## config.mk

```make
export PLATFORM = sky130hd
export DESIGN_NAME = logical_channel_buffer_table
export DESIGN_NICKNAME = d
export VERILOG_FILES = /design/src/rtl/lcbt_pkg.sv /design/src/rtl/lcbt_update.sv /design/src/rtl/lcbt_table.sv /design/src/rtl/logical_channel_buffer_table.sv
export SDC_FILE = /design/constraint.sdc
export NUM_CORES = 2
export LEC_CHECK = 0
export BUFFER_PORTS_ARGS = -buffer_cell sky130_fd_sc_hd__buf_2
export CAP_MARGIN = 15
export CORE_ASPECT_RATIO = 1.75
export CORE_MARGIN = 1
export CORE_UTILIZATION = 40
export CTS_CLUSTER_DIAMETER = 30
export DETAILED_ROUTE_END_ITERATION = 16
export PLACE_DENSITY = 0.67
export SETUP_SLACK_MARGIN = 0.02
export SLEW_MARGIN = 15
export SYNTH_ARGS = -nofsm -noshare
export SYNTH_HDL_FRONTEND = slang
export SYNTH_SLANG_ARGS = --single-unit
```

## constraint.sdc

```tcl
create_clock -name clk_i -period 21.2 [get_ports clk_i]
set_input_delay 1.06 -clock clk_i [delete_from_list [all_inputs] [get_ports clk_i]]
set_output_delay 1.06 -clock clk_i [all_outputs]
set_load 0.05 [all_outputs]
```

## src/rtl/lcbt_pkg.sv

```systemverilog
// Shared types, codes and constants of the logical channel buffer table.
// No dependencies; used by every module of the block.
package lcbt_pkg;

  localparam int unsigned NUM_CHANNELS_DEF = 32;
  localparam int unsigned TOTAL_W = 34;
  localparam int unsigned LC_ID_W = 5;

  localparam logic [31:0] MAX32 = 32'hFFFF_FFFF;
  localparam logic [31:0] OH_DL_CH1 = 32'd4;
  localparam logic [31:0] OH_DEFAULT = 32'd2;
  localparam logic [31:0] FLOOR_UL = 32'd12;
  localparam logic [31:0] FLOOR_DL = 32'd10;
  localparam logic [LC_ID_W-1:0] OH_LC_ID = 5'd1;

  typedef enum logic [2:0] {
    MODE_INSERT       = 3'd0,
    MODE_BUF_REPORT   = 3'd1,
    MODE_GROUP_REPORT = 3'd2,
    MODE_GRANT        = 3'd3,
    MODE_RELEASE      = 3'd4,
    MODE_QUERY        = 3'd5
  } mode_e;

  typedef enum logic [2:0] {
    ERR_OK      = 3'd0,
    ERR_ABSENT  = 3'd1,
    ERR_PRESENT = 3'd2,
    ERR_UNUSED  = 3'd3,
    ERR_GROUP   = 3'd4
  } err_e;

  typedef struct packed {
    logic [2:0]         mode;
    logic [LC_ID_W-1:0] lc_id;
    logic [31:0]        tx_queue_bytes;
    logic [31:0]        retx_queue_bytes;
    logic [31:0]        status_bytes;
    logic [31:0]        grant_bytes;
  } in_item_t;

  typedef struct packed {
    logic [2:0]  error_code;
    logic        lc_present;
    logic [31:0] lc_total_bytes;
    logic [31:0] group_total_bytes;
    logic [31:0] active_mask;
    logic [5:0]  channel_count;
  } out_item_t;

  typedef struct packed {
    logic [31:0] status;
    logic [31:0] retx;
    logic [31:0] tx;
  } entry_t;

  // what one item does to the table
  typedef struct packed {
    logic wr_en;
    logic set_valid;
    logic clr_valid;
  } upd_ctl_t;

  function automatic logic [TOTAL_W-1:0] entry_total(entry_t e);
    return TOTAL_W'(e.status) + TOTAL_W'(e.retx) + TOTAL_W'(e.tx);
  endfunction

  function automatic logic [31:0] sat32(logic [TOTAL_W-1:0] v);
    return (v > TOTAL_W'(MAX32)) ? MAX32 : v[31:0];
  endfunction

endpackage

```

## src/rtl/lcbt_update.sv

```systemverilog
// Per-item decision logic: error code, table action and new entry contents.
// Depends on lcbt_pkg.
module lcbt_update (
  input  lcbt_pkg::in_item_t in_item_i,
  input  lcbt_pkg::entry_t   old_i,
  input  logic               inr_i,
  input  logic               here_i,
  input  logic               count_one_i,
  input  logic               uplink_i,
  output lcbt_pkg::upd_ctl_t ctl_o,
  output lcbt_pkg::err_e     err_o,
  output lcbt_pkg::entry_t   new_o
);

  logic [31:0] oh;
  logic [31:0] net;
  logic [31:0] tx_left;
  logic [31:0] floor_val;
  logic [31:0] g;

  always_comb begin
    g         = in_item_i.grant_bytes;
    oh        = (in_item_i.lc_id == lcbt_pkg::OH_LC_ID && !uplink_i) ?
                lcbt_pkg::OH_DL_CH1 : lcbt_pkg::OH_DEFAULT;
    net       = (g >= oh) ? (g - oh) : 32'd0;
    tx_left   = (net >= old_i.tx) ? 32'd0 : (old_i.tx - net);
    floor_val = uplink_i ? lcbt_pkg::FLOOR_UL : lcbt_pkg::FLOOR_DL;
    if (tx_left != 32'd0 && tx_left < floor_val) begin
      tx_left = floor_val;
    end
  end

  always_comb begin
    ctl_o = '0;
    err_o = lcbt_pkg::ERR_OK;
    new_o = old_i;
    case (lcbt_pkg::mode_e'(in_item_i.mode))
      lcbt_pkg::MODE_INSERT: begin
        if (!inr_i) begin
          err_o = lcbt_pkg::ERR_ABSENT;
        end else if (here_i) begin
          err_o = lcbt_pkg::ERR_PRESENT;
        end else begin
          ctl_o.wr_en     = 1'b1;
          ctl_o.set_valid = 1'b1;
          new_o           = '0;
        end
      end
      lcbt_pkg::MODE_BUF_REPORT: begin
        if (!here_i) begin
          err_o = lcbt_pkg::ERR_ABSENT;
        end else begin
          ctl_o.wr_en  = 1'b1;
          new_o.status = in_item_i.status_bytes;
          new_o.retx   = in_item_i.retx_queue_bytes;
          new_o.tx     = in_item_i.tx_queue_bytes;
        end
      end
      lcbt_pkg::MODE_GROUP_REPORT: begin
        // old_i holds the single present channel here
        if (!count_one_i) begin
          err_o = lcbt_pkg::ERR_GROUP;
        end else begin
          ctl_o.wr_en = 1'b1;
          new_o.tx    = in_item_i.tx_queue_bytes;
        end
      end
      lcbt_pkg::MODE_GRANT: begin
        if (!here_i) begin
          err_o = lcbt_pkg::ERR_ABSENT;
        end else if (old_i.status != 32'd0 && g >= old_i.status) begin
          ctl_o.wr_en  = 1'b1;
          new_o.status = 32'd0;
        end else if (old_i.retx != 32'd0 && g >= old_i.retx) begin
          ctl_o.wr_en = 1'b1;
          new_o.retx  = 32'd0;
        end else if (old_i.tx != 32'd0) begin
          ctl_o.wr_en = 1'b1;
          new_o.tx    = tx_left;
        end else begin
          err_o = lcbt_pkg::ERR_UNUSED;
        end
      end
      lcbt_pkg::MODE_RELEASE: begin
        if (!here_i) begin
          err_o = lcbt_pkg::ERR_ABSENT;
        end else begin
          ctl_o.clr_valid = 1'b1;
        end
      end
      default: begin
        err_o = here_i ? lcbt_pkg::ERR_OK : lcbt_pkg::ERR_ABSENT;
      end
    endcase
  end

endmodule

```

## src/rtl/lcbt_table.sv

```systemverilog
// Channel table: backlog memory with registered read and write bypass, valid
// bits, active mask, channel count and running group total. Depends on lcbt_pkg.
module lcbt_table #(
  parameter int unsigned NumChannels = lcbt_pkg::NUM_CHANNELS_DEF,
  parameter int unsigned IdxW = (NumChannels > 1) ? $clog2(NumChannels) : 1,
  parameter int unsigned CntW = $clog2(NumChannels + 1),
  parameter int unsigned GsumW = lcbt_pkg::TOTAL_W + $clog2(NumChannels)
) (
  input  logic                 clk_i,
  input  logic                 rst_ni,
  input  logic                 rd_en_i,
  input  logic [IdxW-1:0]      rd_addr_i,
  input  logic                 commit_i,
  input  lcbt_pkg::upd_ctl_t   ctl_i,
  input  logic [IdxW-1:0]      wr_addr_i,
  input  lcbt_pkg::entry_t     wr_data_i,
  output lcbt_pkg::entry_t     rd_data_o,
  output logic [NumChannels-1:0] valid_q_o,
  output logic [CntW-1:0]      count_q_o,
  output logic [NumChannels-1:0] valid_d_o,
  output logic [CntW-1:0]      count_d_o,
  output logic [NumChannels-1:0] mask_d_o,
  output logic [GsumW-1:0]     gsum_d_o
);

  lcbt_pkg::entry_t mem [NumChannels];
  lcbt_pkg::entry_t rd_q;

  logic [NumChannels-1:0] valid_q, valid_d;
  logic [NumChannels-1:0] mask_q, mask_d;
  logic [CntW-1:0]        count_q, count_d;
  logic [GsumW-1:0]       gsum_q, gsum_d;

  logic                   old_valid, new_valid, change;
  lcbt_pkg::entry_t       new_data;
  logic [lcbt_pkg::TOTAL_W-1:0] old_t, new_t;

  always_comb begin
    old_valid = valid_q[wr_addr_i];
    new_valid = ctl_i.set_valid | (old_valid & ~ctl_i.clr_valid);
    new_data  = ctl_i.wr_en ? wr_data_i : rd_q;
    old_t     = old_valid ? lcbt_pkg::entry_total(rd_q) : '0;
    new_t     = new_valid ? lcbt_pkg::entry_total(new_data) : '0;
    change    = commit_i & (ctl_i.wr_en | ctl_i.set_valid | ctl_i.clr_valid);

    valid_d = valid_q;
    mask_d  = mask_q;
    count_d = count_q;
    gsum_d  = gsum_q;
    if (change) begin
      valid_d[wr_addr_i] = new_valid;
      mask_d[wr_addr_i]  = new_valid && (new_t != '0);
      count_d = count_q + CntW'(ctl_i.set_valid) - CntW'(ctl_i.clr_valid);
      // swap the entry's old contribution for its new one
      gsum_d  = gsum_q - GsumW'(old_t) + GsumW'(new_t);
    end
  end

  always_ff @(posedge clk_i or negedge rst_ni) begin
    if (!rst_ni) begin
      valid_q <= '0;
      mask_q  <= '0;
      count_q <= '0;
      gsum_q  <= '0;
    end else begin
      valid_q <= valid_d;
      mask_q  <= mask_d;
      count_q <= count_d;
      gsum_q  <= gsum_d;
    end
  end

  always_ff @(posedge clk_i) begin
    if (commit_i && ctl_i.wr_en) begin
      mem[wr_addr_i] <= wr_data_i;
    end
    if (rd_en_i) begin
      if (commit_i && ctl_i.wr_en && wr_addr_i == rd_addr_i) begin
        rd_q <= wr_data_i;
      end else begin
        rd_q <= mem[rd_addr_i];
      end
    end
  end

  assign rd_data_o = rd_q;
  assign valid_q_o = valid_q;
  assign count_q_o = count_q;
  assign valid_d_o = valid_d;
  assign count_d_o = count_d;
  assign mask_d_o  = mask_d;
  assign gsum_d_o  = gsum_d;

endmodule

```

## src/rtl/logical_channel_buffer_table.sv

```systemverilog
// Logical channel buffer table of one channel group: accepts one beat per
// cycle unless stalled. The entry addressed by a beat is read from the
// backlog memory at the edge that accepts the beat, then updated and
// written back at the edge that commits it. The result is registered at
// that same edge. The input stalls only while a result waits unread in
// the result register and another beat already holds the update stage.
// Presence is kept in valid bits, so no clearing pass follows reset.
// Depends on lcbt_pkg, lcbt_update and lcbt_table.
module logical_channel_buffer_table #(
  parameter int unsigned NumChannels = lcbt_pkg::NUM_CHANNELS_DEF
) (
  input  logic                clk_i,
  input  logic                rst_ni,
  input  logic                cfg_valid_i,
  output logic                cfg_ready_o,
  input  logic                cfg_data_i,
  input  logic                in_valid_i,
  output logic                in_ready_o,
  input  lcbt_pkg::in_item_t  in_data_i,
  output logic                out_valid_o,
  input  logic                out_ready_i,
  output lcbt_pkg::out_item_t out_data_o
);

  localparam int unsigned IdxW = (NumChannels > 1) ? $clog2(NumChannels) : 1;
  localparam int unsigned CntW = $clog2(NumChannels + 1);
  localparam int unsigned GsumW = lcbt_pkg::TOTAL_W + $clog2(NumChannels);

  logic                uplink_q;
  logic                s1_valid_q;
  lcbt_pkg::in_item_t  s1_item_q;
  logic [IdxW-1:0]     s1_addr_q;
  logic                res_valid_q;
  lcbt_pkg::out_item_t res_q;

  logic                accept, commit;
  logic [IdxW-1:0]     only_idx, rd_addr, lc_idx;
  logic                inr, here, here_after;

  lcbt_pkg::entry_t    rd_data, new_entry;
  lcbt_pkg::upd_ctl_t  ctl;
  lcbt_pkg::err_e      err;
  logic [NumChannels-1:0] valid_q, valid_d, mask_d;
  logic [CntW-1:0]     count_q, count_d;
  logic [GsumW-1:0]    gsum_d;

  assign cfg_ready_o = 1'b1;
  assign commit      = s1_valid_q && (!res_valid_q || out_ready_i);
  assign in_ready_o  = !s1_valid_q || commit;
  assign accept      = in_valid_i && in_ready_o;

  // index of the single present channel, valid when the count is one
  always_comb begin
    only_idx = '0;
    for (int i = 0; i < NumChannels; i++) begin
      if (valid_d[i]) begin
        only_idx = only_idx | IdxW'(i);
      end
    end
    if (in_data_i.mode == lcbt_pkg::MODE_GROUP_REPORT && count_d == CntW'(1)) begin
      rd_addr = only_idx;
    end else begin
      rd_addr = IdxW'(in_data_i.lc_id);
    end
  end

  always_comb begin
    lc_idx     = IdxW'(s1_item_q.lc_id);
    inr        = 32'(s1_item_q.lc_id) < 32'(NumChannels);
    here       = inr && valid_q[lc_idx];
    here_after = inr && valid_d[lc_idx];
  end

  lcbt_update u_update (
    .in_item_i   (s1_item_q),
    .old_i       (rd_data),
    .inr_i       (inr),
    .here_i      (here),
    .count_one_i (count_q == CntW'(1)),
    .uplink_i    (uplink_q),
    .ctl_o       (ctl),
    .err_o       (err),
    .new_o       (new_entry)
  );

  lcbt_table #(
    .NumChannels (NumChannels),
    .IdxW        (IdxW),
    .CntW        (CntW),
    .GsumW       (GsumW)
  ) u_table (
    .clk_i     (clk_i),
    .rst_ni    (rst_ni),
    .rd_en_i   (accept),
    .rd_addr_i (rd_addr),
    .commit_i  (commit),
    .ctl_i     (ctl),
    .wr_addr_i (s1_addr_q),
    .wr_data_i (new_entry),
    .rd_data_o (rd_data),
    .valid_q_o (valid_q),
    .count_q_o (count_q),
    .valid_d_o (valid_d),
    .count_d_o (count_d),
    .mask_d_o  (mask_d),
    .gsum_d_o  (gsum_d)
  );

  always_ff @(posedge clk_i or negedge rst_ni) begin
    if (!rst_ni) begin
      uplink_q    <= 1'b0;
      s1_valid_q  <= 1'b0;
      res_valid_q <= 1'b0;
    end else begin
      if (cfg_valid_i) begin
        uplink_q <= cfg_data_i;
      end
      if (accept) begin
        s1_valid_q <= 1'b1;
      end else if (commit) begin
        s1_valid_q <= 1'b0;
      end
      if (commit) begin
        res_valid_q <= 1'b1;
      end else if (out_ready_i) begin
        res_valid_q <= 1'b0;
      end
    end
  end

  always_ff @(posedge clk_i) begin
    if (accept) begin
      s1_item_q <= in_data_i;
      s1_addr_q <= rd_addr;
    end
    if (commit) begin
      res_q.error_code        <= err;
      res_q.lc_present        <= here_after;
      res_q.lc_total_bytes    <= here_after ?
        lcbt_pkg::sat32(lcbt_pkg::entry_total(ctl.wr_en ? new_entry : rd_data)) : 32'd0;
      res_q.group_total_bytes <= (gsum_d > GsumW'(lcbt_pkg::MAX32)) ?
        lcbt_pkg::MAX32 : gsum_d[31:0];
      res_q.active_mask       <= 32'(mask_d);
      res_q.channel_count     <= 6'(count_d);
    end
  end

  assign out_valid_o = res_valid_q;
  assign out_data_o  = res_q;

endmodule
```

# Word level (Yosys, flattened, before mapping)
# Memory sizes are Yosys's and may differ from the RTL's. A register that Yosys moved wholly into a read port is not among the register bits.
# Index checks and enable logic that the tools add are counted.
word_totals:
  reg_bits: 359
  ramBits: 3072
  out_inout_bits: 109
  elab_cells: 219
  mem_count: 1
classes:
  addsub: 10
  order_cmp: 10
  n_eq_ne: 8
  n_mux: 141
  bitwise: 6
  n_reduce_logical: 23
mem_list:
  columns: ["memory", "words", "word_bits", "read_ports", "rd_clocked_by_memory_dff", "wr", "line_no", "text"]
  rows:
  - ["u_table.mem", 32, 96, 1, 1, 1, "lcbt_table.sv:26", "lcbt_pkg::entry_t mem [NumChannels];"]
op_table:
  columns: ["cell", "n"]
  rows:
  - ["$mux W32", 24]
  - ["$mux W96", 8]
  - ["$mux W64", 3]
  - ["$pmux W64 S3", 1]
  - ["$ge A32 B32 Y1", 4]
  - ["$pmux W32 S4", 1]
  - ["$reduce_bool A32 Y1", 4]
  - ["$mux W5", 17]
  - ["$mux W3", 25]
  - ["$add A34 B32 Y34", 2]
  - ["$mux W34", 2]
  - ["$add A32 B32 Y33", 2]
  - ["$bwmux W32", 2]
  - ["$sub A32 B32 Y32", 2]
  - ["$add A39 B34 Y39", 1]
  - ["$gt A39 B32 Y1 const B", 1]
  - ["$mux W39", 1]
  - ["$sub A39 B34 Y39", 1]
  - ["$mux W1", 35]
  - ["$gt A34 B32 Y1 const B", 1]
  - ["$reduce_bool A34 Y1", 1]
  - ["$lt A32 B32 Y1", 1]
  - ["$mux W4", 8]
  - ["$bmux W1 S5", 3]
  - ["other kinds (22)", 48]

# Longest topological paths before layout
logic_depth:
  depth_word: 52
  ltp_mapped: 64
  ltp_nobuf: 61

# Modules after synthesis
# Synthesis repeated with hierarchy kept, for this count alone.
unflattened:
  hier_cells: 8136
  area_unflattened_um2: 152701.5
modules_own_cells:
  columns: ["module", "instances", "cells_per_inst", "area_per_inst_um2", "seq_area_each_um2"]
  rows:
  - ["lcbt_table", 1, 6416, 133892.2, 97858.9]
  - ["logical_channel_buffer_table", 1, 798, 12428.2, 7492.2]
  - ["lcbt_update", 1, 922, 6381.1, 0.0]

# Least setup slack after synthesis
# OpenSTA, ideal clock, no wires.
synth_path:
  kind: "flip-flop to flip-flop"
  startpoint: "register s1_item_q (netlist bit lc_idx[1])"
  endpoint: "register res_q (netlist bit out_data_o[40]) (data pin)"
  arrival_time_ns: 13.122
  required_time_ns: 20.935
  slack_ns: 7.813
  stages_incl_launch_ff: 62
  n_path_buf: 3
  synth_period_minus_slack_ns: 13.387
  cell_sequence: "edfxtp_1 > buf_2 > buf_1 > nor2_1 > nand4b_1 > ha_1 > a21oi_1 > nand2_1 > nor2_1 > nand3_1 > or4_1 > nor3_1 > nand2_1 > nand2b_1 > ha_1 > nor2b_1 > o21a_1 > o21a_1 > (+26 left out) > nand2_1 > fa_1 > inv_1 > ha_1 > a21o_1 > a21o_1 > a21oi_1 > nor2b_1 > a41oi_1 > a31oi_1 > or4_1 > a31oi_1 > xnor2_1 > nand2_1 > xnor2_1 > nor4b_2 > clkbuf_1 > nand2b_1"
synth_between:
  elab_chain_len: 31
synth_rtl:
  columns: ["element", "line_no", "text"]
  rows:
  - ["from (decl)", "logical_channel_buffer_table.sv:31", "lcbt_pkg::in_item_t s1_item_q;"]
  - ["from (signal assigned)", "logical_channel_buffer_table.sv:133", "s1_item_q <= in_data_i;"]
  - ["$eq A5 B1 Y1", "lcbt_update.sv:23", "oh = (in_item_i.lc_id == lcbt_pkg::OH_LC_ID && !uplink_i) ?"]
  - ["$logic_and A1 B1 Y1", "lcbt_update.sv:23", null]
  - ["$mux W3", "lcbt_update.sv:23", null]
  - ["$sub A32 B32 Y32 / $ge A32 B32 Y1 (equally long branches)", "lcbt_update.sv:25", "net = (g >= oh) ? (g - oh) : 32'd0;"]
  - ["$mux W32", "lcbt_update.sv:25", null]
  - ["$sub A32 B32 Y32 / $ge A32 B32 Y1 (equally long branches)", "lcbt_update.sv:26", "tx_left = (net >= old_i.tx) ? 32'd0 : (old_i.tx - net);"]
  - ["$mux W32", "lcbt_update.sv:26", null]
  - ["$lt A32 B32 Y1 / $reduce_bool A32 Y1 (equally long branches)", "lcbt_update.sv:28", "if (tx_left != 32'd0 && tx_left < floor_val) begin"]
  - ["(+16 left out)", null, null]
  - ["$pmux W32 S4", "lcbt_update.sv:37", "case (lcbt_pkg::mode_e'(in_item_i.mode))"]
  - ["$mux W96", "lcbt_table.sv:41", "new_data = ctl_i.wr_en ? wr_data_i : rd_q;"]
  - ["$add A34 B32 Y34", "lcbt_pkg.sv:65", "return TOTAL_W'(e.status) + TOTAL_W'(e.retx) + TOTAL_W'(e.tx);"]
  - ["$mux W34", "lcbt_table.sv:43", "new_t = new_valid ? lcbt_pkg::entry_total(new_data) : '0;"]
  - ["$add A39 B34 Y39", "lcbt_table.sv:55", "gsum_d = gsum_q - GsumW'(old_t) + GsumW'(new_t);"]
  - ["$mux W39 *", "lcbt_table.sv:50", "if (change) begin"]
  - ["net gsum_d[38]", "logical_channel_buffer_table.sv:45", "logic [GsumW-1:0] gsum_d;"]
  - ["$gt A39 B32 Y1 *", "logical_channel_buffer_table.sv:141", "res_q.group_total_bytes <= (gsum_d > GsumW'(lcbt_pkg::MAX32)) ?"]
  - ["to (decl)", "logical_channel_buffer_table.sv:34", "lcbt_pkg::out_item_t res_q;"]
# Mark *: on every way through the listed nets, which the timed path passes. The rest lies on a longest branch. The select of a mux whose other input is x is not followed.
# A chain may end at the register's enable or synchronous reset.

# Worst setup path after layout
layout_path:
  startpoint: "register s1_item_q (netlist bit lc_idx[1])"
  endpoint: "register res_q (netlist bit out_data_o[60]) (data pin)"
# The elaborated chain is that of the path after synthesis.

==> results.cfg <==
[status]
outcome = finished, final reports clean

[detailed_routing]
ant_nets = 0
drc = 0
via_count = 92320
first_iter_violations = 12390
wl_met1_mm = 172.7
vias_per_cell = 6.151
drt-pass1-iter-count = 6
wl_met2_mm = 244.1
routed.top_layer = met5
post_drt_wl_per_cell_um = 33.09
routed_wl_mm = 496.5
routed-wl-met3_mm = 45.20

[setup_path]
critical_path_buf_inv_count = 6
r2r_start = lc_idx[1]
start_kind = register
startpoint = lc_idx[1]
crit_path_max_incr_delay_ns = 0.94
reg2reg_slack_ns = 3.86
path_delay_family = simple AND/OR/NAND/NOR gates
crit_required_ns = 21.88
critPathSlowestCell = o21ai_0
cp_max_fo = 32
criticalPathCategory = register to register
worstSetupEndpointType = register
ff2ff_path_depth = 59
critPathArrivalTime_ns = 18.02
r2r_end = out_data_o[60]

[timing]
skew_ns = 0.1350
fin_crit_sh_pct = 81.77
period_needed_ns = 17.34
finalSetupTns_ns = 0
rsz0062_at_grt = false
worstMarginPinSlew_ns = 1.359
hold_viol_final = 0
slew_viol_final = 0
hold_slack_ns = 0.1724
setup_viol = 0
fmax_mhz = 57.69
maxSlewHeadroom_pct = 9.051

[placement]
gp_congestion = 0.9794
port_buffers = 249
hpwl_mm = 301.9

[yosys]
netlist_instances = 9240
synthMuxAreaShare_pct = 9.891
synth_compound_area_share_pct = 7.543
synth_cell_type_count = 101
yosysSeqAreaShare_pct = 70.12
yosysWarnings = 0
avgSynthCellArea_um2 = 16.26
synth_top_family_by_area = multiplexers
synth_edf_count = 3415
yosys_most_used_dff = edfxtp_1
synthAdderAreaFrac_pct = 2.812
yosys.area_share.xor_xnor_pct = 1.131
ys_async_sr_fraction_pct = 3.176
syn-num-nets = 9695
yosys.area_share.simple_pct = 6.386
ys_ff_latch = 3527
syn_area_um2 = 150200

[global_route]
track_usage_pct = 25.69
antenna_found_initial = 20
grt_pass1_vias = 91730
grt_start_max_net_pins = 141
grt_pass1_wl_mm = 688.2
grt_overflow = 0

[power]
combPwrFrac_pct = 22.0
pwr-share-clk_pct = 36.7
switching_power_uw = 6049
power_frac_seq_pct = 41.3
finalPower_uw = 19680
p_leak_uw = 0.05884
peakVddDrop_mv = 0.07584
sw_frac_of_total_pct = 30.73
power_density_nw_per_um2 = 114.1
p_int_uw = 13630

[floorplan]
io_pins = 251
die_w_um = 465.3
rows = 297
die_area_um2 = 378100
die_h_um = 812.7
core_um2 = 373800
start_util_pct = 40.19

[clock_tree]
cts.repair.resized = 0
path_clk_slew_ns = 0.07
h-tree-depth = 5
max-clock-path-buffers = 4
post_cts_buffers = 0
cts_num_sinks = 3527
cts_tree = built
insertion_delay_ns = 1.00
cts_buffers = 415
cts_hold_buf = 0
cts_root_buf = clkbuf_16

[job]
drv_cap = 0

[finish]
area_delta_synth_final_pct = 14.86
seq_area_um2 = 105400
nNetsFinal = 10170
multiInputGateArea_um2 = 42350
drive_gt1_share_pct = 20.15
fillers = 31610
postLayoutCoreUtil_pct = 46.16

[hold_path]
min_path_type = primary input to asynchronous set/reset pin
==> cell usage in the layout (no fill, tap or decap), drive strengths merged, types with 38 or more instances in the layout <==
cell type and count:
a211oi 44, a21o 76, a21oi 285, a22o 135, a22oi 297, a31oi 74
a32oi 40, and3 93, buf 518, clkbuf 446, clkinv 141, clkinvlp 53
dfrtp 112, edfxtp 3415, fa 41, ha 272, inv 372, mux2i 75
mux4 616, nand2 1069, nand2b 68, nand3 223, nand4 77, nor2 281
nor3 103, nor4 47, o211ai 62, o21ai 293, o21bai 38, o22ai 49
o31ai 40, xnor2 131, xor2 63
==> final cells by class <==
| type | count | area share [%] |
|---|---|---|
| clock buffers | 446 | 6.152 |
| flip-flops and latches | 3527 | 61.05 |
| diodes | 9 | 0.01305 |
| well taps | 4933 | 3.577 |
| inverters | 270 | 0.6018 |
| clock inverters | 324 | 2.021 |
| repair buffers | 518 | 2.046 |
| multi-input cells | 4981 | 24.54 |
==> stage by stage <==
step                area [um^2]  setup slack, ns  std cells
CTS                      172500            3.862      15000
finish                   172600            3.865      15010
global route             172600            2.860      15000
floorplan                150200            7.813       9240
global placement         158400            3.988      14230
detailed placement       158400            3.957      14230
==> flip-flops by register name (all words and copies together), names as in the netlist <==
name and cells:
u_table.mem 3072, out_valid_o 1, s1_valid_q 1, out_data_o 106, u_table.gsum_q 39, u_table.rd_data_o 96
uplink_q 1, lc_idx 5, s1_addr_q 5, u_table.mask_q 32, u_table.valid_q_o 32, u_table.count_q_o 6
s1_item_q 131
==> how the worst max path moves through the flow <==
stage,endpoint,cells after the start
2_1_floorplan,out_data_o[40],61
3_3_place_gp,out_data_o[39],59
3_5_place_dp,out_data_o[69],59
4_1_cts,out_data_o[60],59
5_1_grt,out_data_o[60],59
6_report,out_data_o[60],59
==> power by group through the flow <==
stage          Clock, uW  Sequential [uW]  Combinational [uW]
6_report            7230             8130                4330
5_1_grt             7530             8130                4690
4_1_cts             7290             8120                4310
3_5_place_dp           0             8260                4280
3_3_place_gp           0             8260                4270
2_1_floorplan          0             8290                2890
==> Yosys cell counts, drive strengths merged (38+ instances only) <==
| library cell | instances | area, um^2 |
|---|---|---|
| a22oi | 297 | 2235 |
| edfxtp | 3415 | 102500 |
| o211ai | 62 | 465.5 |
| o31ai | 40 | 300.3 |
| nand2 | 1069 | 4015 |
| fa | 41 | 820.8 |
| a31oi | 74 | 462.9 |
| dfrtp | 112 | 2803 |
| a21o | 76 | 570.6 |
| ha | 272 | 3403 |
| xnor2 | 131 | 1147 |
| o21ai | 293 | 1474 |
| xor2 | 63 | 551.8 |
| nand3 | 223 | 1116 |
| a211oi | 44 | 330.3 |
| nor2 | 281 | 1062 |
| o22ai | 49 | 306.5 |
| nand2b | 68 | 432.9 |
| nor3 | 103 | 531.8 |
| mux4 | 616 | 13870 |
| a21oi | 285 | 1426 |
| and3 | 93 | 581.8 |
| o21bai | 38 | 285.3 |
| nand4 | 77 | 481.7 |
| buf | 233 | 1301 |
| a32oi | 40 | 350.3 |
| mux2i | 75 | 750.7 |
| a22o | 135 | 1182 |
| nor4 | 47 | 294.0 |
| clkbuf | 229 | 859.6 |
| inv | 269 | 1010 |
==> kinds of logic after synthesis <==
logic type	Yosys count
XOR/XNOR	194
multiplexers	712
other	1
AND/OR/NAND/NOR	2115
adder cells (fa/ha/maj)	313
buffers and inverters	732
AO/OA/AOI/OAI	1646
flip-flops	3527
==> layer usage <==
| metal | GRT usage [%] | up-vias |
|---|---|---|
| met3 | 4.498 | 1324 |
| met4 | 15.64 | 4 |
| met5 | 0 | - |
| met1 | 30.47 | 47510 |
| met2 | 43.51 | 5740 |
| li1 | - | 37740 |
==> worst register-to-register path, delay by kind of cell, from the launching register on <==
| kind | cells | cell delay [ns] |
|---|---|---|
| mux | 1 | 0.37 |
| simple gates | 25 | 6.60 |
| compound gates | 21 | 5.85 |
| flops | 1 | 0.70 |
| fa+ha+maj | 5 | 2.10 |
| buf+inv | 6 | 1.12 |
| xor+xnor | 1 | 0.30 |
Note: power is estimated with default switching activity, not from simulation.
